**config.mk**
```make
export PLATFORM = sky130hd
export DESIGN_NAME = sorted_value_table_unit_flat
export DESIGN_NICKNAME = d
export VERILOG_FILES = /design/src/hdl/svt_pkg.sv /design/src/hdl/svt_if.sv /design/src/hdl/sorted_value_table_unit.sv /design/src/hdl/svt_cmp.sv /design/src/hdl/svt_store.sv /design/src/flat_wrapper.sv
export SDC_FILE = /design/constraint.sdc
export NUM_CORES = 1
export LEC_CHECK = 0
export ABC_AREA = 1
export ABC_CLOCK_PERIOD_IN_PS = 4200
export BUFFER_PORTS_ARGS = -buffer_cell sky130_fd_sc_hd__buf_4
export CORE_UTILIZATION = 30
export CTS_BUF_LIST = sky130_fd_sc_hd__clkbuf_8 sky130_fd_sc_hd__clkbuf_16
export CTS_CLUSTER_SIZE = 12
export DETAILED_ROUTE_END_ITERATION = 8
export PLACE_DENSITY_LB_ADDON = 0.3
export REMOVE_ABC_BUFFERS = 1
export SYNTH_ARGS = -nofsm -noshare
export SYNTH_HDL_FRONTEND = slang
export SYNTH_HIERARCHICAL = 1
export SYNTH_SLANG_ARGS = --single-unit
```
**constraint.sdc**
```tcl
create_clock -name clock -period 4.2 [get_ports clock]
set_clock_uncertainty 0.15 [all_clocks]
set_input_delay 0.84 -clock clock [delete_from_list [all_inputs] [get_ports clock]]
set_output_delay 0.84 -clock clock [all_outputs]
set_load 0.05 [all_outputs]
```
**src/hdl/svt_pkg.sv**
```systemverilog
// ----------------------------------------------------------------------------
// svt_pkg: shared types and constants for the sorted value table
// Table size, index widths, status codes, sequencer states and the
// request bundle that the sequencer sends to the entry store.
// ----------------------------------------------------------------------------
package svt_pkg;

   localparam int CAPACITY = 16;
   localparam int ADDR_W   = $clog2(CAPACITY);
   localparam int HELD_W   = $clog2(CAPACITY + 1);
   localparam int VALUE_W  = 32;
   localparam int COUNT_W  = 5;

   typedef logic signed [VALUE_W-1:0] value_type;
   typedef logic [ADDR_W-1:0]         addr_type;
   typedef logic [HELD_W-1:0]         held_type;

   typedef enum logic {
      MODE_INSERT = 1'b0,
      MODE_REMOVE = 1'b1
   } mode_type;

   typedef enum logic [1:0] {
      STATUS_DONE      = 2'd0,
      STATUS_FULL      = 2'd1,
      STATUS_NOT_FOUND = 2'd2
   } status_type;

   typedef enum logic [2:0] {
      S_IDLE,
      S_INS_RD,
      S_INS_CMP,
      S_REM_RD,
      S_REM_CMP,
      S_DONE
   } state_type;

   typedef struct packed {
      logic      wr_en;
      addr_type  wr_addr;
      value_type wr_data;
      addr_type  rd_addr;
   } store_req_type;

endpackage

```
**src/hdl/svt_if.sv**
```systemverilog
// ----------------------------------------------------------------------------
// svt_req_if / svt_rsp_if: valid/ready channels of the sorted value table
// Request carries operation and value; response carries status, count,
// smallest entry and empty flag.
// ----------------------------------------------------------------------------
interface svt_req_if import svt_pkg::*; ();
   logic      valid;
   logic      ready;
   logic      mode;
   value_type value;

   modport source (output valid, output mode, output value, input ready);
   modport sink   (input valid, input mode, input value, output ready);
endinterface

interface svt_rsp_if import svt_pkg::*; ();
   logic               valid;
   logic               ready;
   logic [1:0]         status;
   logic [COUNT_W-1:0] count;
   value_type          smallest;
   logic               empty_res;

   modport source (output valid, output status, output count, output smallest,
                   output empty_res, input ready);
   modport sink   (input valid, input status, input count, input smallest,
                   input empty_res, output ready);
endinterface

```
**src/hdl/sorted_value_table_unit.sv**
```systemverilog
// ----------------------------------------------------------------------------
// sorted_value_table_unit: bounded ascending table with insert and remove
// Insert walks down from the top entry, shifting larger entries up by one;
// remove walks up from entry zero, closing the gap behind the match.
// ----------------------------------------------------------------------------
// Steps: refused operations (insert into a full table, remove from an empty
//   one) go straight to the response; otherwise each step is one memory read
//   plus one compare in the shared comparator.
// Throughput: one transaction at a time; ready only while the sequencer idles,
//   so a new request waits until the previous response is loaded into the
//   output slot, which a response stall delays. Reset: synchronous, clears
//   count and handshake state; entries stay as they are and are only read
//   below the count.
// ----------------------------------------------------------------------------
module sorted_value_table_unit import svt_pkg::*; (
   input  logic         clock,
   input  logic         reset,
   svt_req_if.sink      req_chan,
   svt_rsp_if.source    rsp_chan
);

   state_type     state_ff, state_in;
   held_type      held_ff, held_in;
   addr_type      idx_ff, idx_in;
   logic          found_ff, found_in;
   value_type     value_ff, value_in;
   status_type    status_ff, status_in;

   logic          rsp_valid_ff, rsp_valid_in;
   status_type    rsp_status_ff;
   held_type      rsp_held_ff;
   value_type     rsp_smallest_ff;

   store_req_type store_req;
   value_type     rd_data;
   value_type     smallest;
   logic          cmp_less, cmp_equal;
   logic          accept;
   logic          rsp_load;
   addr_type      last_idx;

   svt_store u_store (
      .clock    (clock),
      .req      (store_req),
      .rd_data  (rd_data),
      .smallest (smallest)
   );

   svt_cmp u_cmp (
      .a     (value_ff),
      .b     (rd_data),
      .less  (cmp_less),
      .equal (cmp_equal)
   );

   assign req_chan.ready = state_ff == S_IDLE;
   assign accept         = req_chan.valid && req_chan.ready;
   assign rsp_load       = state_ff == S_DONE && (!rsp_valid_ff || rsp_chan.ready);
   assign last_idx       = ADDR_W'(held_ff - 1'b1);

   // next state
   always_comb begin
      state_in = state_ff;
      case (state_ff)
         S_IDLE: begin
            if (accept) begin
               if (req_chan.mode == MODE_INSERT) begin
                  state_in = (held_ff >= HELD_W'(CAPACITY)) ? S_DONE : S_INS_RD;
               end else begin
                  state_in = (held_ff == '0) ? S_DONE : S_REM_RD;
               end
            end
         end
         S_INS_RD: begin
            state_in = (idx_ff == '0) ? S_DONE : S_INS_CMP;
         end
         S_INS_CMP: begin
            state_in = cmp_less ? S_INS_RD : S_DONE;
         end
         S_REM_RD: begin
            state_in = S_REM_CMP;
         end
         S_REM_CMP: begin
            state_in = (idx_ff == last_idx) ? S_DONE : S_REM_RD;
         end
         S_DONE: begin
            if (rsp_load) begin
               state_in = S_IDLE;
            end
         end
         default: begin
            state_in = S_IDLE;
         end
      endcase
   end

   // datapath and store control
   always_comb begin
      held_in           = held_ff;
      idx_in            = idx_ff;
      found_in          = found_ff;
      value_in          = value_ff;
      status_in         = status_ff;
      store_req.wr_en   = 1'b0;
      store_req.wr_addr = idx_ff;
      store_req.wr_data = value_ff;
      store_req.rd_addr = idx_ff;
      case (state_ff)
         S_IDLE: begin
            if (accept) begin
               value_in  = req_chan.value;
               found_in  = 1'b0;
               status_in = STATUS_DONE;
               if (req_chan.mode == MODE_INSERT) begin
                  idx_in = ADDR_W'(held_ff);
                  if (held_ff >= HELD_W'(CAPACITY)) begin
                     status_in = STATUS_FULL;
                  end
               end else begin
                  idx_in = '0;
                  if (held_ff == '0) begin
                     status_in = STATUS_NOT_FOUND;
                  end
               end
            end
         end
         S_INS_RD: begin
            store_req.rd_addr = idx_ff - 1'b1;
            if (idx_ff == '0) begin
               // reached the bottom: new value becomes the smallest
               store_req.wr_en = 1'b1;
               held_in         = held_ff + 1'b1;
            end
         end
         S_INS_CMP: begin
            store_req.wr_en = 1'b1;
            if (cmp_less) begin
               // shift the larger entry up one slot
               store_req.wr_data = rd_data;
               idx_in            = idx_ff - 1'b1;
            end else begin
               held_in = held_ff + 1'b1;
            end
         end
         S_REM_RD: begin
            store_req.rd_addr = idx_ff;
         end
         S_REM_CMP: begin
            store_req.wr_addr = idx_ff - 1'b1;
            store_req.wr_data = rd_data;
            if (!found_ff && cmp_equal) begin
               found_in = 1'b1;
            end else if (found_ff) begin
               // close the gap left by the match
               store_req.wr_en = 1'b1;
            end
            if (idx_ff == last_idx) begin
               if (found_ff || cmp_equal) begin
                  held_in = held_ff - 1'b1;
               end else begin
                  status_in = STATUS_NOT_FOUND;
               end
            end else begin
               idx_in = idx_ff + 1'b1;
            end
         end
         S_DONE: begin
         end
         default: begin
         end
      endcase
   end

   // output slot
   always_comb begin
      rsp_valid_in = rsp_valid_ff;
      if (rsp_load) begin
         rsp_valid_in = 1'b1;
      end else if (rsp_chan.ready) begin
         rsp_valid_in = 1'b0;
      end
   end

   always_ff @(posedge clock) begin
      if (reset) begin
         state_ff     <= S_IDLE;
         held_ff      <= '0;
         rsp_valid_ff <= 1'b0;
      end else begin
         state_ff     <= state_in;
         held_ff      <= held_in;
         rsp_valid_ff <= rsp_valid_in;
      end
   end

   always_ff @(posedge clock) begin
      idx_ff    <= idx_in;
      found_ff  <= found_in;
      value_ff  <= value_in;
      status_ff <= status_in;
      if (rsp_load) begin
         rsp_status_ff   <= status_ff;
         rsp_held_ff     <= held_ff;
         rsp_smallest_ff <= (held_ff != '0) ? smallest : '0;
      end
   end

   assign rsp_chan.valid     = rsp_valid_ff;
   assign rsp_chan.status    = rsp_status_ff;
   assign rsp_chan.count     = COUNT_W'(rsp_held_ff);
   assign rsp_chan.smallest  = rsp_smallest_ff;
   assign rsp_chan.empty_res = rsp_held_ff == '0;

endmodule

```
**src/hdl/svt_cmp.sv**
```systemverilog
// ----------------------------------------------------------------------------
// svt_cmp: shared signed comparator
// Gives signed less-than and equality of the operand against one entry.
// ----------------------------------------------------------------------------
module svt_cmp import svt_pkg::*; (
   input  value_type a,
   input  value_type b,
   output logic      less,
   output logic      equal
);

   assign less  = a < b;
   assign equal = a == b;

endmodule

```
**src/hdl/svt_store.sv**
```systemverilog
// ----------------------------------------------------------------------------
// svt_store: entry memory of the sorted value table
// One write and one registered read per cycle; also tracks entry zero so
// the smallest value is available without a read.
// ----------------------------------------------------------------------------
module svt_store import svt_pkg::*; (
   input  logic          clock,
   input  store_req_type req,
   output value_type     rd_data,
   output value_type     smallest
);

   value_type mem [CAPACITY];
   value_type rd_data_ff;
   value_type smallest_ff;

   always_ff @(posedge clock) begin
      if (req.wr_en) begin
         mem[req.wr_addr] <= req.wr_data;
      end
      rd_data_ff <= mem[req.rd_addr];
   end

   // mirror of entry zero
   always_ff @(posedge clock) begin
      if (req.wr_en && req.wr_addr == '0) begin
         smallest_ff <= req.wr_data;
      end
   end

   assign rd_data  = rd_data_ff;
   assign smallest = smallest_ff;

endmodule

```
**src/flat_wrapper.sv**
```systemverilog
// flat-port wrapper written by rule: the top's interface ports become plain ports
module sorted_value_table_unit_flat import svt_pkg::*;
  (clock, reset, req_chan_valid, req_chan_mode, req_chan_value, req_chan_ready, rsp_chan_valid, rsp_chan_status, rsp_chan_count, rsp_chan_smallest, rsp_chan_empty_res, rsp_chan_ready);
  svt_req_if req_chan_i ();
  svt_rsp_if rsp_chan_i ();
  input  logic clock;
  input  logic reset;
  input wire logic [$bits(req_chan_i.valid)-1:0] req_chan_valid;
  input wire logic [$bits(req_chan_i.mode)-1:0] req_chan_mode;
  input wire logic [$bits(req_chan_i.value)-1:0] req_chan_value;
  output wire logic [$bits(req_chan_i.ready)-1:0] req_chan_ready;
  output wire logic [$bits(rsp_chan_i.valid)-1:0] rsp_chan_valid;
  output wire logic [$bits(rsp_chan_i.status)-1:0] rsp_chan_status;
  output wire logic [$bits(rsp_chan_i.count)-1:0] rsp_chan_count;
  output wire logic [$bits(rsp_chan_i.smallest)-1:0] rsp_chan_smallest;
  output wire logic [$bits(rsp_chan_i.empty_res)-1:0] rsp_chan_empty_res;
  input wire logic [$bits(rsp_chan_i.ready)-1:0] rsp_chan_ready;
  assign req_chan_i.valid = req_chan_valid;
  assign req_chan_i.mode = req_chan_mode;
  assign req_chan_i.value = req_chan_value;
  assign req_chan_ready = req_chan_i.ready;
  assign rsp_chan_valid = rsp_chan_i.valid;
  assign rsp_chan_status = rsp_chan_i.status;
  assign rsp_chan_count = rsp_chan_i.count;
  assign rsp_chan_smallest = rsp_chan_i.smallest;
  assign rsp_chan_empty_res = rsp_chan_i.empty_res;
  assign rsp_chan_i.ready = rsp_chan_ready;
  sorted_value_table_unit u_core (.clock(clock), .reset(reset), .req_chan(req_chan_i), .rsp_chan(rsp_chan_i));
endmodule
```
# ---- Yosys cells after proc, flatten, opt, wreduce, memory -nomap -nowiden
# Memories as Yosys holds them, arrays and structs flattened. A register that Yosys moved wholly into a read port is not among the register bits.
# Cells that the tools add are included.
dict set report totals {
  register_bits 119
  ramBits 512
  input_bits 37
  output_inout_bits 42
  wordCells 100
  n_memories 1
}
# name words word_bits read_ports rd_clocked_by_memory_dff wr line
set mem_list {}
lappend mem_list {u_core.u_store.mem 16 32 1 1 1 svt_store.sv:13} ;# value_type mem [CAPACITY];
dict set report classes {
  addsub 4
  n_lt_le_gt_ge 2
  n_eq_ne 17
  muxes 41
  reduce_logical 24
}
# cell n
set ops {}
lappend ops {{32-bit one-hot mux with 2 select lines} 1}
lappend ops {{32-bit equality test} 1}
lappend ops {{32-bit < comparator} 1}
lappend ops {{32-bit 2-to-1 mux} 1}
lappend ops {{3-bit 2-to-1 mux} 8}
lappend ops {{4-bit 2-to-1 mux} 6}
lappend ops {{5-bit 2-to-1 mux} 4}
lappend ops {{3-bit one-hot mux with 6 select lines} 1}
lappend ops {{5-bit one-hot mux with 3 select lines} 1}
lappend ops {{2-bit by 1-bit != test with 1-bit output (second input constant)} 6}
lappend ops {{4-bit one-hot mux with 3 select lines} 1}
lappend ops {{5-bit logical NOT} 2}
lappend ops {{1-bit 2-to-1 mux} 10}
lappend ops {{2-bit 2-to-1 mux} 5}
lappend ops {{4-bit logical NOT} 2}
lappend ops {{2-bit != test (second input constant)} 4}
lappend ops {{4-bit AND reduction} 2}
lappend ops {{3-bit by 2-bit equality test with 1-bit output (second input constant)} 2}
lappend ops {{3-bit equality test (second input constant)} 2}
lappend ops {{3-bit nonzero test} 2}
lappend ops {{5-bit by 1-bit adder with 5-bit output (second input constant)} 1}
lappend ops {{5-bit greater-or-equal comparator (second input constant)} 1}
lappend ops {{5-bit AND reduction} 1}
lappend ops {{5-bit nonzero test} 1}
lappend ops {{15 further kinds} 22}

# ---- Logic depth before layout (Yosys ltp)
dict set report depth {
  depth_word 6
  mapped_depth 22
  depth_no_buf 22
}

# ---- By module
# Netlist, hierarchy kept.
# module instances cells_per_inst area_per_inst_um2 seq_area_each_um2
set modules_own_cells {}
lappend modules_own_cells {svt_store 1 2120 22744.3 16015.4}
lappend modules_own_cells {sorted_value_table_unit 1 449 4311.6 2522.4}
lappend modules_own_cells {svt_cmp 1 144 885.8 0.0}

# ---- Least setup slack after synthesis
# Ideal clock, no wire load.
dict set report synth_timing {
  kind {register to register}
  from {reg u_core.state_ff[0]}
  to {mem u_core/u_store/mem[12][0] in the netlist's numbering (enable)}
  setup_time_ps 421
  arrival_time_ps 2850
  required_time_ps 3629
  slack_ps 779
  stages_incl_launch_ff 8
  n_path_buf 2
  synth_period_minus_slack_ps 3421
  path_cell_list {dfxtp_1 > nor2_2 > nand2_4 > buf_2 > buf_2 > o21ai_0 > nand3_1 > nor2_1}
}
# item line
set synth_rtl {}
lappend synth_rtl {{from (decl)} sorted_value_table_unit.sv:22} ;# state_type state_ff, state_in;
lappend synth_rtl {{from (signal assigned)} sorted_value_table_unit.sv:190} ;# state_ff <= state_in;
lappend synth_rtl {{to (decl)} svt_store.sv:13}

# ---- Final worst setup path
dict set report layout_timing {
  from {reg u_core.value_ff[17]}
  to {reg u_core.idx_ff[1] (enable)}
}
dict set report layout_via {
  elab_chain_len 3
}
# item line
set layout_rtl {}
lappend layout_rtl {{from (decl)} sorted_value_table_unit.sv:26} ;# value_type value_ff, value_in;
lappend layout_rtl {{from (signal assigned)} sorted_value_table_unit.sv:199} ;# value_ff <= value_in;
lappend layout_rtl {{32-bit < comparator} svt_cmp.sv:12} ;# assign less = a < b;
lappend layout_rtl {{net u_core.cmp_less} sorted_value_table_unit.sv:37} ;# logic cmp_less, cmp_equal;
lappend layout_rtl {{2-bit by 1-bit != test with 1-bit output (no source line)} -}
lappend layout_rtl {{4-bit AND reduction (no source line)} -}
lappend layout_rtl {{to (signal assigned)} sorted_value_table_unit.sv:197} ;# idx_ff <= idx_in;
lappend layout_rtl {{to (decl)} sorted_value_table_unit.sv:24} ;# addr_type idx_ff, idx_in;
# The timed path passes the listed nets, and every way through them passes these cells.
# A chain may end at the register's enable or synchronous reset.

==> reports/qor.log <==
INFO  setup_path     setup.worst_path.end_class=flop
INFO  global_route   grt_start_max_net_pins=156
INFO  clock_tree     post_cts_hold_buffer_count=0
INFO  setup_path     reg2regPathDepth=14
INFO  sta            final-setup-viol-count=0
INFO  yosys          yosys_register_bits=631
INFO  yosys          synthFlopType=sky130_fd_sc_hd__edfxtp_1
INFO  sta            layout_worst_path_cycle_share=0.809
INFO  drt            route.detailed.drc=0
INFO  final_layout   areaGrowthSynthToFinish=16.2%
INFO  placed_design  pre_cts_slack=865ps
INFO  global_route   gr-total-overflow=0
INFO  global_route   first_pass_grt_wire_length=115000um
INFO  global_route   vias_in_the_first_global_route=17500
INFO  drt            routed_wirelength=77700um
INFO  floorplanning  die_w=307um
INFO  floorplanning  ioPinCount=79
INFO  setup_path     r2r_start=u_core/value_ff[17]
INFO  sta            layout_setup_ws=802ps
INFO  sta            unrepaired_setup_endpoints_after_global_routing=false
INFO  worst_hold_path hp-class=in2reg
INFO  floorplanning  initial_core_util=0.304
INFO  final_layout   nets=2862
INFO  clock_tree     cts-buffers-inserted=71
INFO  sta            tightest_slew=988ps
INFO  yosys          synth_instances=2713
INFO  drt            routedWlPerCell=19.0um
INFO  clock_tree     clock_sink_count=631
INFO  setup_path     worstPathArrival=3490ps
INFO  final_layout   post_layout_nonfiller_instances=4089
INFO  clock_tree     clock-root-buffer=sky130_fd_sc_hd__clkbuf_16
INFO  setup_path     crit_path_start=u_core/value_ff[17]
INFO  worst_hold_path hold_path_startpoint=req_chan_value[21]
INFO  floorplanning  num_rows=111
INFO  sta            max_slew_headroom=0.342
INFO  drt            num_vias=18600
INFO  final_layout   nFillCells=9181
INFO  yosys          synthTopCellsByArea=sky130_fd_sc_hd__edfxtp_1 (63%), sky130_fd_sc_hd__nand2_1 (11%), sky130_fd_sc_hd__nand3_1 (8.4%)
INFO  drt            route.antenna.remaining_nets=0
INFO  setup_path     worstPathMaxFanout=13
INFO  setup_path     cp_slowest_cell=sky130_fd_sc_hd__a211oi_1
INFO  floorplanning  floorplan.die_area=94400um2
INFO  sta            achievable-frequency=0.294GHz
INFO  yosys          ys_types=44
INFO  clock_tree     clock_tree.htree_level_count=3
INFO  power_and_ir_drop total_leakage_power=13.8nW
INFO  yosys          area_of_the_mapped_netlist=27900um2
INFO  setup_path     timing.setup.critical_path_class=reg2reg
INFO  setup_path     cp.required=4290ps
INFO  worst_hold_path hold_path_depth=1
INFO  yosys          synth_top_area_share=0.634
INFO  yosys          syn_avg_cell_area=10.3um2
INFO  power_and_ir_drop power_density=880nW/um2
INFO  run            drv_cap=0
INFO  yosys          synth.largest_area_cell=sky130_fd_sc_hd__edfxtp_1
INFO  clock_tree     cts.path.max_buffers=3
INFO  setup_path     cp-start-kind=flop
INFO  sta            layout_min_cycle_time=3400ps
INFO  clock_tree     path_clk_slew=60ps
INFO  drt            drt_first_iter_violations=1570
INFO  setup_path     critical_path.cell_chain=ha_1 > nand2_1 > nand2_1 > nand2_1 > nand2_1 > nand2_1 > nand3_1 > a21oi_2 > nand3_1 > nand2_1 > or2_2 > buf_4 > nand2_1 > a211oi_1
INFO  yosys          synth_sequential_area_ratio=0.663
INFO  yosys          synth_edf_count=590
INFO  clock_tree     cts_resized=0
INFO  yosys          synthesis.yosys.warnings=6
INFO  setup_path     cpMostUsedCell=sky130_fd_sc_hd__nand2_1
INFO  global_route   number_of_antenna_violations_at_the_first_check_in_global_routing=4
INFO  power_and_ir_drop vdd_drop_max=1.30mV
INFO  clock_tree     cts_setup_buffers=0
INFO  yosys          synth_async_sr_flop_share=0
INFO  global_route   grt_util_all_layers=0.165
INFO  setup_path     crit_path_max_incr_delay=480ps
INFO  floorplanning  height_of_the_chip=307um
INFO  sta            timing_hold_violations_final=0
INFO  placed_design  gp_congestion=0.782
INFO  status         run_status=completed
INFO  final_layout   post_route_cells_drive_above_1_share=0.103
INFO  drt            detail_route.first_pass.iterations=5
INFO  placed_design  dpl.hpwl=42400um
INFO  placed_design  numPortBuffers=78
INFO  floorplanning  core_area=91900um2
INFO  placed_design  numPlacedInstances=3957
INFO  clock_tree     clk_latency=620ps
INFO  clock_tree     tritoncts=yes
INFO  drt            vias_per_inst=4.54
INFO  sta            slew_violations=0
-- layout by cell type (no fill, tap or decap), drive strengths merged --
cell	synthesis	routed
o21a	3	3
a211oi	1	1
dfxtp	41	41
nor3	5	5
o22ai	1	1
inv	496	518
diode	0	2
xnor2	2	2
nor2	80	80
ha	38	38
clkbuf	10	87
nor3b	1	1
nand3b	3	3
o221ai	3	3
a31o	1	1
nand2	799	799
o21ai	11	11
buf	116	127
clkinv	0	11
nand3	473	473
o31ai	1	1
bufinv	0	8
xor2	5	5
clkinvlp	0	2
a21o	1	1
nand4	9	9
or2	1	1
edfxtp	590	590
a21oi	22	22
-- sequential cells by signal (all words and copies together) (netlist names), 3 cells and up --
register and cells:
u_core/idx_ff 4, u_core/rsp_chan.count 5, u_core/rsp_chan.smallest 32, u_core/u_store/mem 511, u_core/u_store/rd_data 32, u_core/held_ff 5
u_core/state_ff 3, u_core/value_ff 32
-- metal layers --
metal,up-vias,share of wire,global-route usage
met5,-,0,0
met4,0,0.025,0.0478
met3,107,0.061,0.0290
met2,552,0.45,0.261
met1,8947,0.46,0.232
li1,8966,-,-
-- critical path, delay by kind of cell (launching register included) --
kind                       cells  cell delay (ps)
and+or+nand+nor               10             1130
AOI/OAI and AO/OA              2              680
DFF                            1              390
adders and majority gates      1              340
buffers and inverters          1              310
-- path summary, 6_finish.rpt --
| path | end | slack (ps) |
|---|---|---|
| setup / recovery | u_core/idx_ff[1] | 800 |
| hold / removal | u_core/value_ff[21] | 260 |
| setup reg to reg | u_core/idx_ff[1] | 800 |
| hold reg to reg | u_core/rsp_chan.status[1] | 270 |
-- cell usage after synthesis (2+ instances only) --
cell and number:
sky130_fd_sc_hd__o21a_1 2, sky130_fd_sc_hd__nor2_2 5, sky130_fd_sc_hd__nand3_1 468, sky130_fd_sc_hd__clkbuf_1 10, sky130_fd_sc_hd__inv_4 2, sky130_fd_sc_hd__edfxtp_1 590, sky130_fd_sc_hd__nor2_1 75, sky130_fd_sc_hd__a21oi_1 21
sky130_fd_sc_hd__nand2_2 3, sky130_fd_sc_hd__nand3b_1 2, sky130_fd_sc_hd__xor2_1 5, sky130_fd_sc_hd__buf_8 2, sky130_fd_sc_hd__nand2_4 3, sky130_fd_sc_hd__nand2_1 793, sky130_fd_sc_hd__buf_2 58, sky130_fd_sc_hd__inv_6 2
sky130_fd_sc_hd__inv_1 483, sky130_fd_sc_hd__ha_1 38, sky130_fd_sc_hd__xnor2_1 2, sky130_fd_sc_hd__nor3_1 4, sky130_fd_sc_hd__buf_1 17, sky130_fd_sc_hd__nand3_4 2, sky130_fd_sc_hd__inv_2 9, sky130_fd_sc_hd__o221ai_1 3
sky130_fd_sc_hd__dfxtp_1 41, sky130_fd_sc_hd__nand4_1 8, sky130_fd_sc_hd__buf_6 28, sky130_fd_sc_hd__o21ai_0 10, sky130_fd_sc_hd__buf_4 10, sky130_fd_sc_hd__nand3_2 3
-- final cells by class --
| cell class | instances | area, um2 | area share |
|---|---|---|---|
| repair buffers | 127 | 1170 | 0.0359 |
| diodes | 2 | 5.00 | 0.000154 |
| clock inverters | 43 | 408 | 0.0126 |
| inverters | 496 | 1880 | 0.0579 |
| flip-flops and latches | 631 | 18500 | 0.571 |
| well taps | 1243 | 1560 | 0.0479 |
| multi-input cells | 1460 | 6880 | 0.212 |
| clock buffers | 87 | 2040 | 0.0629 |
-- cells by family (layout without fill, tap and decap cells) --
group / after synthesis / in the layout / synth area share
simple gates: 1371 / 1371 / 0.211
flops: 631 / 631 / 0.663
buf+inv: 622 / 753 / 0.0969
compound gates: 44 / 44 / 0.00958
fa+ha+maj: 38 / 38 / 0.0170
xor+xnor: 7 / 7 / 0.00219
other cells: 0 / 2 / 0
-- where the power goes --
group | internal [mW] | switching, mW | leakage, nW
Combinational | 3.41 | 9.49 | 6.88
Sequential | 8.93 | 0.318 | 5.69
Clock | 3.93 | 2.49 | 1.28
Total | 16.3 | 12.3 | 13.8
-- through the flow --
| stage | total power, mW | hold slack, ps | utilization | setup TNS (ps) | cell area (um2) |
|---|---|---|---|---|---|
| 3_5_place_dp | 22.3 | 265 | 0.327 | 0 | 30000 |
| 3_3_place_gp | 22.3 | 283 | 0.327 | 0 | 30000 |
| 6_report | 28.6 | 257 | 0.353 | 0 | 32500 |
| 2_1_floorplan | 15.1 | 250 | - | -316350 | 27100 |
| 4_1_cts | 28.8 | 222 | 0.353 | 0 | 32500 |
| 5_1_grt | 30.4 | 230 | 0.353 | 0 | 32500 |
Note: power is estimated with default switching activity, not from simulation.
